### config.mk
export PLATFORM = sky130hd
export DESIGN_NAME = entropy_mixed_random_range
export DESIGN_NICKNAME = d
export VERILOG_FILES = /design/src/hdl/erng_pkg.sv /design/src/hdl/erng_div.sv /design/src/hdl/entropy_mixed_random_range.sv
export SDC_FILE = /design/constraint.sdc
export NUM_CORES = 1
export LEC_CHECK = 0
export BUFFER_PORTS_ARGS = -buffer_cell sky130_fd_sc_hd__buf_2
export CAP_MARGIN = 30
export CORE_MARGIN = 2
export CORE_UTILIZATION = 30
export DETAILED_ROUTE_END_ITERATION = 8
export SYNTH_ARGS = -nofsm -noshare
export SYNTH_HDL_FRONTEND = slang
export SYNTH_SLANG_ARGS = --single-unit
### constraint.sdc
create_clock -name clk -period 17.82 [get_ports clk]
set_input_delay 0.891 -clock clk [delete_from_list [all_inputs] [get_ports clk]]
set_output_delay 0.891 -clock clk [all_outputs]
set_load 0.01 [all_outputs]
### src/hdl/erng_pkg.sv
package erng_pkg;

	localparam logic [31:0] SEED_VALUE = 32'h0000_ACE1;
	localparam logic [30:0] LCG_MUL    = 31'(64'd1103515245);
	localparam logic [30:0] LCG_MUL3   = 31'(64'd3 * 64'd1103515245);
	localparam logic [30:0] LCG_ADD    = 31'd12345;

	localparam int MUL_STEPS = 16;
	localparam int DIV_STEPS = 32;

	localparam logic KIND_MIX  = 1'b0;
	localparam logic KIND_DRAW = 1'b1;

	typedef enum logic [1:0] {
		ST_IDLE,
		ST_MUL,
		ST_DIV,
		ST_OUT
	} state_t;

	typedef struct packed {
		logic        start;
		logic [31:0] dividend;
		logic [31:0] divisor;
	} div_req_t;

	typedef struct packed {
		logic        done;
		logic [31:0] rem;
	} div_rsp_t;

endpackage

### src/hdl/erng_div.sv
module erng_div (
	input  logic              clk,
	input  logic              arst_n,
	input  erng_pkg::div_req_t req,
	output erng_pkg::div_rsp_t rsp
);
	import erng_pkg::*;

	localparam int CNT_W = $clog2(DIV_STEPS);

	logic             busy_q;
	logic             done_q;
	logic [CNT_W-1:0] cnt_q;
	logic [31:0]      dvd_q;
	logic [31:0]      rem_q;
	logic [31:0]      div_q;
	logic [32:0]      shifted;
	logic [33:0]      trial;

	// one quotient bit per cycle, restoring
	assign shifted = {rem_q, dvd_q[31]};
	assign trial   = {1'b0, shifted} - {2'b00, div_q};

	always_ff @(posedge clk or negedge arst_n) begin
		if (!arst_n) begin
			busy_q <= 1'b0;
			done_q <= 1'b0;
			cnt_q  <= '0;
		end else begin
			done_q <= busy_q && (cnt_q == CNT_W'(DIV_STEPS - 1));
			if (req.start) begin
				busy_q <= 1'b1;
				cnt_q  <= '0;
			end else if (busy_q) begin
				cnt_q <= cnt_q + 1'b1;
				if (cnt_q == CNT_W'(DIV_STEPS - 1)) begin
					busy_q <= 1'b0;
				end
			end
		end
	end

	always_ff @(posedge clk) begin
		if (req.start) begin
			dvd_q <= req.dividend;
			div_q <= req.divisor;
			rem_q <= '0;
		end else if (busy_q) begin
			dvd_q <= {dvd_q[30:0], 1'b0};
			if (!trial[33]) begin
				rem_q <= trial[31:0];
			end else begin
				rem_q <= shifted[31:0];
			end
		end
	end

	assign rsp.done = done_q;
	assign rsp.rem  = rem_q;

endmodule

### src/hdl/entropy_mixed_random_range.sv
// Range random generator with entropy mixing. A mix item (tuser low) XORs
// entropy_byte into the 32-bit generator word and stirs it with xorshift
// steps 13, 17, 5; it is taken while idle and gives no result. A draw item
// (tuser high) advances the word by the 31-bit LCG and returns a value in
// the inclusive signed range given by the two bounds, in either order. The
// LCG multiply runs two multiplier bits per cycle and the range reduction
// is a bit-serial restoring remainder unit, so a draw blocks the input
// through the multiply, the remainder and the output load, and skips the
// remainder when the bounds span the whole 32-bit range. A finished
// result waits in the output register while the next item is taken.
module entropy_mixed_random_range (
	input  logic        clk,
	input  logic        arst_n,
	input  logic        s_axis_tvalid,
	output logic        s_axis_tready,
	input  logic [71:0] s_axis_tdata,  // entropy_byte, range_low, range_high
	input  logic        s_axis_tuser,  // kind
	output logic        m_axis_tvalid,
	input  logic        m_axis_tready,
	output logic [31:0] m_axis_tdata   // random_value
);
	import erng_pkg::*;

	localparam int CNT_W = $clog2(MUL_STEPS);

	state_t           state_q;
	state_t           state_d;
	logic [31:0]      gen_q;
	logic [31:0]      mcand_q;
	logic [30:0]      mul_q;
	logic [30:0]      mul3_q;
	logic [30:0]      acc_q;
	logic [30:0]      acc_nxt;
	logic [30:0]      term;
	logic [CNT_W-1:0] cnt_q;
	logic [31:0]      lo_q;
	logic [31:0]      hi_q;
	logic [31:0]      span;
	logic [31:0]      res_q;
	logic [31:0]      out_q;
	logic             out_valid_q;
	logic             in_acc;
	logic             mul_last;
	logic             load_out;
	logic [7:0]       in_byte;
	logic [31:0]      in_lo;
	logic [31:0]      in_hi;
	logic             swap;
	div_req_t         div_req;
	div_rsp_t         div_rsp;

	function automatic logic [31:0] mix(input logic [31:0] s);
		logic [31:0] t;
		t = s ^ (s << 13);
		t = t ^ (t >> 17);
		t = t ^ (t << 5);
		return t;
	endfunction

	assign in_byte  = s_axis_tdata[7:0];
	assign in_lo    = s_axis_tdata[39:8];
	assign in_hi    = s_axis_tdata[71:40];
	assign swap     = $signed(in_lo) > $signed(in_hi);
	assign in_acc   = s_axis_tvalid && s_axis_tready;
	assign mul_last = (cnt_q == CNT_W'(MUL_STEPS - 1));
	assign span     = hi_q - lo_q + 32'd1;

	// radix-4 digit of the multiplier
	always_comb begin
		unique case (mcand_q[1:0])
			2'd0: term = '0;
			2'd1: term = mul_q;
			2'd2: term = {mul_q[29:0], 1'b0};
			2'd3: term = mul3_q;
		endcase
	end
	assign acc_nxt = acc_q + term;

	always_comb begin
		state_d          = state_q;
		s_axis_tready    = 1'b0;
		load_out         = 1'b0;
		div_req.start    = 1'b0;
		div_req.dividend = {1'b0, acc_nxt};
		div_req.divisor  = span;
		unique case (state_q)
			ST_IDLE: begin
				s_axis_tready = 1'b1;
				if (in_acc && s_axis_tuser == KIND_DRAW) begin
					state_d = ST_MUL;
				end
			end
			ST_MUL: begin
				if (mul_last) begin
					if (span == '0) begin
						state_d = ST_OUT;
					end else begin
						div_req.start = 1'b1;
						state_d       = ST_DIV;
					end
				end
			end
			ST_DIV: begin
				if (div_rsp.done) begin
					state_d = ST_OUT;
				end
			end
			ST_OUT: begin
				if (!out_valid_q || m_axis_tready) begin
					load_out = 1'b1;
					state_d  = ST_IDLE;
				end
			end
			default: state_d = ST_IDLE;
		endcase
	end

	always_ff @(posedge clk or negedge arst_n) begin
		if (!arst_n) begin
			state_q     <= ST_IDLE;
			gen_q       <= SEED_VALUE;
			out_valid_q <= 1'b0;
			cnt_q       <= '0;
		end else begin
			state_q <= state_d;
			if (in_acc && s_axis_tuser == KIND_MIX) begin
				gen_q <= mix(gen_q ^ {24'd0, in_byte});
			end else if (state_q == ST_MUL && mul_last) begin
				gen_q <= {1'b0, acc_nxt};
			end
			if (state_q == ST_MUL) begin
				cnt_q <= cnt_q + 1'b1;
			end else begin
				cnt_q <= '0;
			end
			if (load_out) begin
				out_valid_q <= 1'b1;
			end else if (m_axis_tready) begin
				out_valid_q <= 1'b0;
			end
		end
	end

	always_ff @(posedge clk) begin
		if (in_acc && s_axis_tuser == KIND_DRAW) begin
			lo_q    <= swap ? in_hi : in_lo;
			hi_q    <= swap ? in_lo : in_hi;
			mcand_q <= gen_q;
			mul_q   <= LCG_MUL;
			mul3_q  <= LCG_MUL3;
			acc_q   <= LCG_ADD;
		end else if (state_q == ST_MUL) begin
			mcand_q <= {2'b00, mcand_q[31:2]};
			mul_q   <= {mul_q[28:0], 2'b00};
			mul3_q  <= {mul3_q[28:0], 2'b00};
			acc_q   <= acc_nxt;
		end
		// full range: no reduction
		if (state_q == ST_MUL && mul_last) begin
			res_q <= {1'b0, acc_nxt} + lo_q;
		end else if (state_q == ST_DIV && div_rsp.done) begin
			res_q <= div_rsp.rem + lo_q;
		end
		if (load_out) begin
			out_q <= res_q;
		end
	end

	erng_div u_div (
		.clk    (clk),
		.arst_n (arst_n),
		.req    (div_req),
		.rsp    (div_rsp)
	);

	assign m_axis_tvalid = out_valid_q;
	assign m_axis_tdata  = out_q;

endmodule

# == Word-level counts from Yosys, hierarchy flattened ==
# Index checks and enable logic that the tools add are counted.
# word_totals
register_bits,394
inputBits,77
out_inout_bits,34
wordCells,94
# op_classes
add_sub_neg,8
magnitude_cmp,1
eq_ne,12
n_mux,32
n_bitwise,5
reduce_logical,17
# op_table
cell,n
$mux W32,9
$pmux W31 S4,1
$xor A32 B32 Y32,2
$mux W31,2
$sub A33 B32 Y34,1
$add A31 B32 Y32,1
$add A32 B1 Y32 const B,1
$add A32 B32 Y32,1
$gt A32 B32 Y1,1
$logic_not A32 Y1,1
$sub A32 B32 Y32,1
$xor A32 B15 Y32,1
$xor A32 B8 Y32,1
$add A31 B31 Y31,1
$mux W1,12
$mux W5,2
$reduce_bool A2 Y1,5
$eq A2 B2 Y1 const B,4
$mux W2,4
$pmux W2 S4,1
$logic_and A1 B1 Y1,6
$ne A2 B2 Y1 const B,3
$add A5 B1 Y5 const B,1
$eq A5 B5 Y1 const B,1
other kinds (10),12

# == Depth between registers and ports, before layout ==
# depth
depth_word,7
depth_mapped,28
depth_no_buf,26

# == By module ==
# Synthesis repeated with hierarchy kept, for this count alone.
# hier_totals
cells_unflattened,2444
area_unflattened_um2,23953.0
# modules_own_cells
module,instances,cells_each,area_per_inst_um2,seq_area_each_um2
entropy_mixed_random_range,1,1866,18177.4,7312.0
erng_div,1,578,5775.5,2737.6

# == Least setup slack after synthesis ==
# No wires, ideal clock.
# synth_path
path_kind,reg-to-reg
from,register lo_q[1]
to,"register u_div.dvd_q[0], enable pin"
setup_time_ps,462
arrival_ps,5437
required_time_ps,17358
slack_ps,11921
path_stages_with_launch,17
path_buffers,1
period_less_slack_ps,5899
cell_sequence,edfxtp_1 ha_1 inv_1 ha_1 inv_1 fa_1 nor2b_1 o31a_1 o21ai_0 a21boi_0 nor4_1 a2111oi_0 nor4_1 nand4_1 nor4_4 clkbuf_1 o21ai_0
# synth_lines
item,line,source
from (decl),entropy_mixed_random_range.sv:36,logic [31:0] lo_q;
from (signal assigned),entropy_mixed_random_range.sv:146,lo_q <= swap ? in_hi : in_lo;
to (signal assigned),erng_div.sv:45,dvd_q <= req.dividend;
to (signal assigned),erng_div.sv:49,"dvd_q <= {dvd_q[30:0], 1'b0};"
to (decl),erng_div.sv:14,logic [31:0] dvd_q;

# == Worst setup path after layout ==
# layout_path
from,register mcand_q[0]
to,register res_q[30] (data pin)
# layout_between
elab_chain_cells,5
elab_cells_between_ends,8
classes_between,2 x add/sub; 3 x eq/ne; 2 x mux; 1 x reduce/logical
# layout_rtl
item,line,source
from (decl),entropy_mixed_random_range.sv:29,logic [31:0] mcand_q;
from (signal assigned),entropy_mixed_random_range.sv:148,mcand_q <= gen_q;
from (signal assigned),entropy_mixed_random_range.sv:153,"mcand_q <= {2'b00, mcand_q[31:2]};"
$eq A2 B2 Y1 (tied with other cells),entropy_mixed_random_range.sv:70,unique case (mcand_q[1:0])
$pmux W31 S4 (*),entropy_mixed_random_range.sv:70,
$add A31 B31 Y31 (*),entropy_mixed_random_range.sv:77,assign acc_nxt = acc_q + term;
$add A31 B32 Y32 (*),entropy_mixed_random_range.sv:160,"res_q <= {1'b0, acc_nxt} + lo_q;"
$mux W32 (*),entropy_mixed_random_range.sv:159,if (state_q == ST_MUL && mul_last) begin
to (signal assigned),entropy_mixed_random_range.sv:160,
to (signal assigned),entropy_mixed_random_range.sv:162,res_q <= div_rsp.rem + lo_q;
to (decl),entropy_mixed_random_range.sv:39,logic [31:0] res_q;
# Mark *: on every way between the ends. The rest lies on a longest branch, timed or not.
# A chain may end at the register's enable or synchronous reset.

==> qor.yml <==
synth:
  yosys-mux-area-fraction_pct: 9.109
  synth_area_um2: 23760
  synth_top_family_by_area: "compound AO/OA/AOI/OAI gates"
  synth_warnings: 0
  syn-mean-instance-area_um2: 9.939
  yosysSeqAreaShare_pct: 42.25
  ys_types: 74
  synth.largest_area_cell: "edfxtp_1"
  synth-xor-area-share_pct: 6.450
  ys_ff_latch: 378
  syn_inst: 2391
  synthAdderAreaFrac_pct: 10.71
  yosysTopAreaCellShare_pct: 28.18
  synth-simple-area-share_pct: 11.34
  synth.net_count: 2669
  yosys-top-cells-area: "edfxtp_1 28%, ha_1 10%, dfxtp_1 9.2%"
  async_reset_ff_share_pct: 12.17
  synth_edf_count: 223
  ys.flop_type: "edfxtp_1"
  synth_compound_area_share_pct: 16.16
die:
  io_pins: 111
  start_util_pct: 30.18
  fp-row-count: 103
  die_x_um: 285.5
  coreArea_um2: 78740
  fp.dieH_um: 285.5
  dieArea_um2: 81480
finish:
  drive_gt1_share_pct: 13.23
  syn2layout_area_growth_pct: 13.72
  final_cell_mix: "266 x nand2_1, 223 x edfxtp_1, 196 x ha_1"
  finalNetCount: 2751
  layout_commonest_cell: "nand2_1"
sta:
  period_minus_slack_ns: 6.444
  rsz0062_at_grt: "false"
  final.setup.tns_ns: 0
  setup_slack_ns: 11.38
  setup_viol: 0
  fmax_mhz: 155.2
  max_slew_margin_pct: 36.06
  slew_violations: 0
  skew_ns: 0.02043
  tightest_slew_ns: 0.9592
  finalCritPeriodShare_pct: 36.16
  hold_viol_final: 0
drt:
  num_vias: 17938
  first_pass_iters: 6
  antenna_left: 0
  drc_errors: 0
  drtIter0Drc: 1242
  routed_wl_mm: 62.81
  post_drt_via_cell_ratio: 5.039
  wl_per_cell_um: 17.64
placement:
  gp_congestion: 0.8588
  dp.final_hpwl_mm: 46.82
  io_buffer_count: 110
  place_ws_ns: 11.39
run:
  maxCapViolations: 0
global_routing:
  antenna_found_initial: 1
  grt_max_degree: 74
  overflow: 0
  grtUsageTotal_pct: 15.25
  grt_pass1_vias: 17299
  grt_pass1_wl_mm: 98.33
critical_path:
  startpoint: "mcand_q[0]"
  r2r_start: "mcand_q[0]"
  max_stage_delay_ns: 0.75
  cpLargestDelayFamily: "compound AO/OA/AOI/OAI gates"
  crit_type: "reg2reg"
  worst_setup_path_end_kind: "register"
  slowest_stage: "edfxtp_1"
  path_max_fanout: 26
  cpMostUsedCell: "a21oi_1"
  critPathLaunchType: "register"
  cp.depth: 25
  ff2ff_setup_slack_ns: 11.38
  cp.arrival_ns: 6.78
  cp.required_ns: 18.15
  r2r_end: "res_q[30]"
  critPathCapture: "res_q[30]"
  reg2reg_depth: 25
  cp_num_buf_inv: 2
clock_tree:
  clock_path_buffers: 3
  cts_setup_buffers: 0
  ctsHoldBuffers: 0
  clk_latency_ns: 0.59
  clock-sinks: 378
  htree_levels: 2
  cts_tree: "built"
  cts_root_buf: "clkbuf_16"
  cts.clk_slew.worst_paths_ns: 0.06
  cts.repair.resized: 0
  cts_buffers: 45
power:
  pwr_density_cell_nw_per_um2: 160.1
  p_leak_nw: 11.61
  irDropWorstVdd_mv: 0.07714
  total_power_mw: 4.327
outcome:
  status: "complete, no violations"
hold_path:
  hp-class: "reg2reg"
-- per-stage QoR --
stage | instance area [um^2] | hold WS [ns] | utilization [%] | std cells
floorplan | 23760 | 0.4003 | - | 2391
global placement | 25430 | 0.4035 | 32.30 | 3472
detailed placement | 25510 | 0.4045 | 32.40 | 3476
CTS | 27020 | 0.4172 | 34.32 | 3559
global route | 27020 | 0.4200 | 34.32 | 3559
finish | 27020 | 0.4168 | 34.32 | 3560
-- registers in the layout, indices dropped and copies added (netlist names), 2 cells and up --
signal / flops
acc_q: 31
lo_q: 32
res_q: 32
u_div.cnt_q: 5
mul_q: 15
mul3_q: 30
mcand_q: 32
state_q: 2
u_div.rem_q: 32
cnt_q: 4
u_div.div_q: 32
hi_q: 32
m_axis_tdata: 32
u_div.dvd_q: 32
gen_q: 32
-- power by group --
part | internal, mW | switching, mW | total [mW] | leakage [nW]
combinational | 0.809 | 1.21 | 2.02 | 7.46
clock | 0.562 | 0.378 | 0.940 | 0.746
sequential | 1.19 | 0.178 | 1.36 | 3.40
-- per-layer routing --
metal / global-route usage (%) / up-vias / part of all wire (%)
met3: 2.313 / 80 / 5.1
li1: - / 8812 / -
met4: 4.594 / 0 / 2.7
met1: 21.16 / 8627 / 47
met2: 24.50 / 419 / 45
met5: 0 / - / 0
-- Yosys cell counts (9+ instances only) --
cell,number
a211o_1,12
a211oi_1,39
a21o_1,78
a21oi_1,127
a22o_1,27
a22oi_1,9
a31oi_1,21
and2_1,21
and3_1,12
buf_1,11
clkbuf_1,81
dfrtp_1,38
dfxtp_1,109
edfxtp_1,223
ha_1,197
inv_1,151
mux2_1,20
mux2_2,94
mux2i_1,88
nand2_1,268
nand2b_1,11
nand3_1,29
nand4_1,19
nor2_1,173
nor2b_1,12
nor3_1,25
o211ai_1,10
o21a_1,29
o21ai_0,120
o21bai_1,16
o31ai_1,11
or3_1,14
xnor2_1,110
xor2_1,65
-- kinds of logic (layout without fill, tap and decap cells) --
kind of cell / Yosys count / count (layout)
and+or+nand+nor: 611 / 611
AOI/OAI and AO/OA: 576 / 576
DFF: 378 / 378
buffers and inverters: 248 / 366
muxes: 202 / 202
adders and majority gates: 201 / 201
xor gates and xnor gates: 175 / 175
other: 0 / 1
-- area by class of cell --
type | instances | area, um^2
Fill cell | 7987 | 51720
Multi-Input combinational cell | 1765 | 12820
Sequential cell | 378 | 10040
Clock buffer | 65 | 1325
Tap cell | 1050 | 1314
Timing Repair Buffer | 131 | 760.7
Inverter | 152 | 573.1
Clock inverter | 18 | 183.9
Antenna cell | 1 | 2.502
-- worst reg2reg max path, stage by stage, from the launching register on --
cell and delay [ns]:
edfxtp_1 0.75, nor2b_1 0.10, buf_4 0.24, a22o_1 0.27
ha_1 0.39, nand2_1 0.08, o21bai_1 0.36, a21oi_1 0.20
o21ai_0 0.30, a21o_1 0.16, a21oi_1 0.07, xnor2_1 0.25
nand2_1 0.12, nand2_1 0.10, ha_1 0.28, a21o_1 0.20
a21oi_1 0.17, inv_1 0.05, o21ai_0 0.22, nor2_1 0.08
a221oi_1 0.63, o21ai_0 0.35, o41a_1 0.41, a21o_1 0.18
a21oi_1 0.16, xnor2_1 0.08
-- how the worst min path moves through the flow --
stage	startpoint	to	cells after the start
after detailed placement	res_q[20]	m_axis_tdata[20]	0
after global placement	res_q[6]	m_axis_tdata[6]	0
after floorplan	res_q[0]	m_axis_tdata[0]	0
after CTS	res_q[9]	m_axis_tdata[9]	0
after global routing	res_q[10]	m_axis_tdata[10]	0
final	res_q[10]	m_axis_tdata[10]	0
No activity file was read; power rests on OpenSTA's default activity.
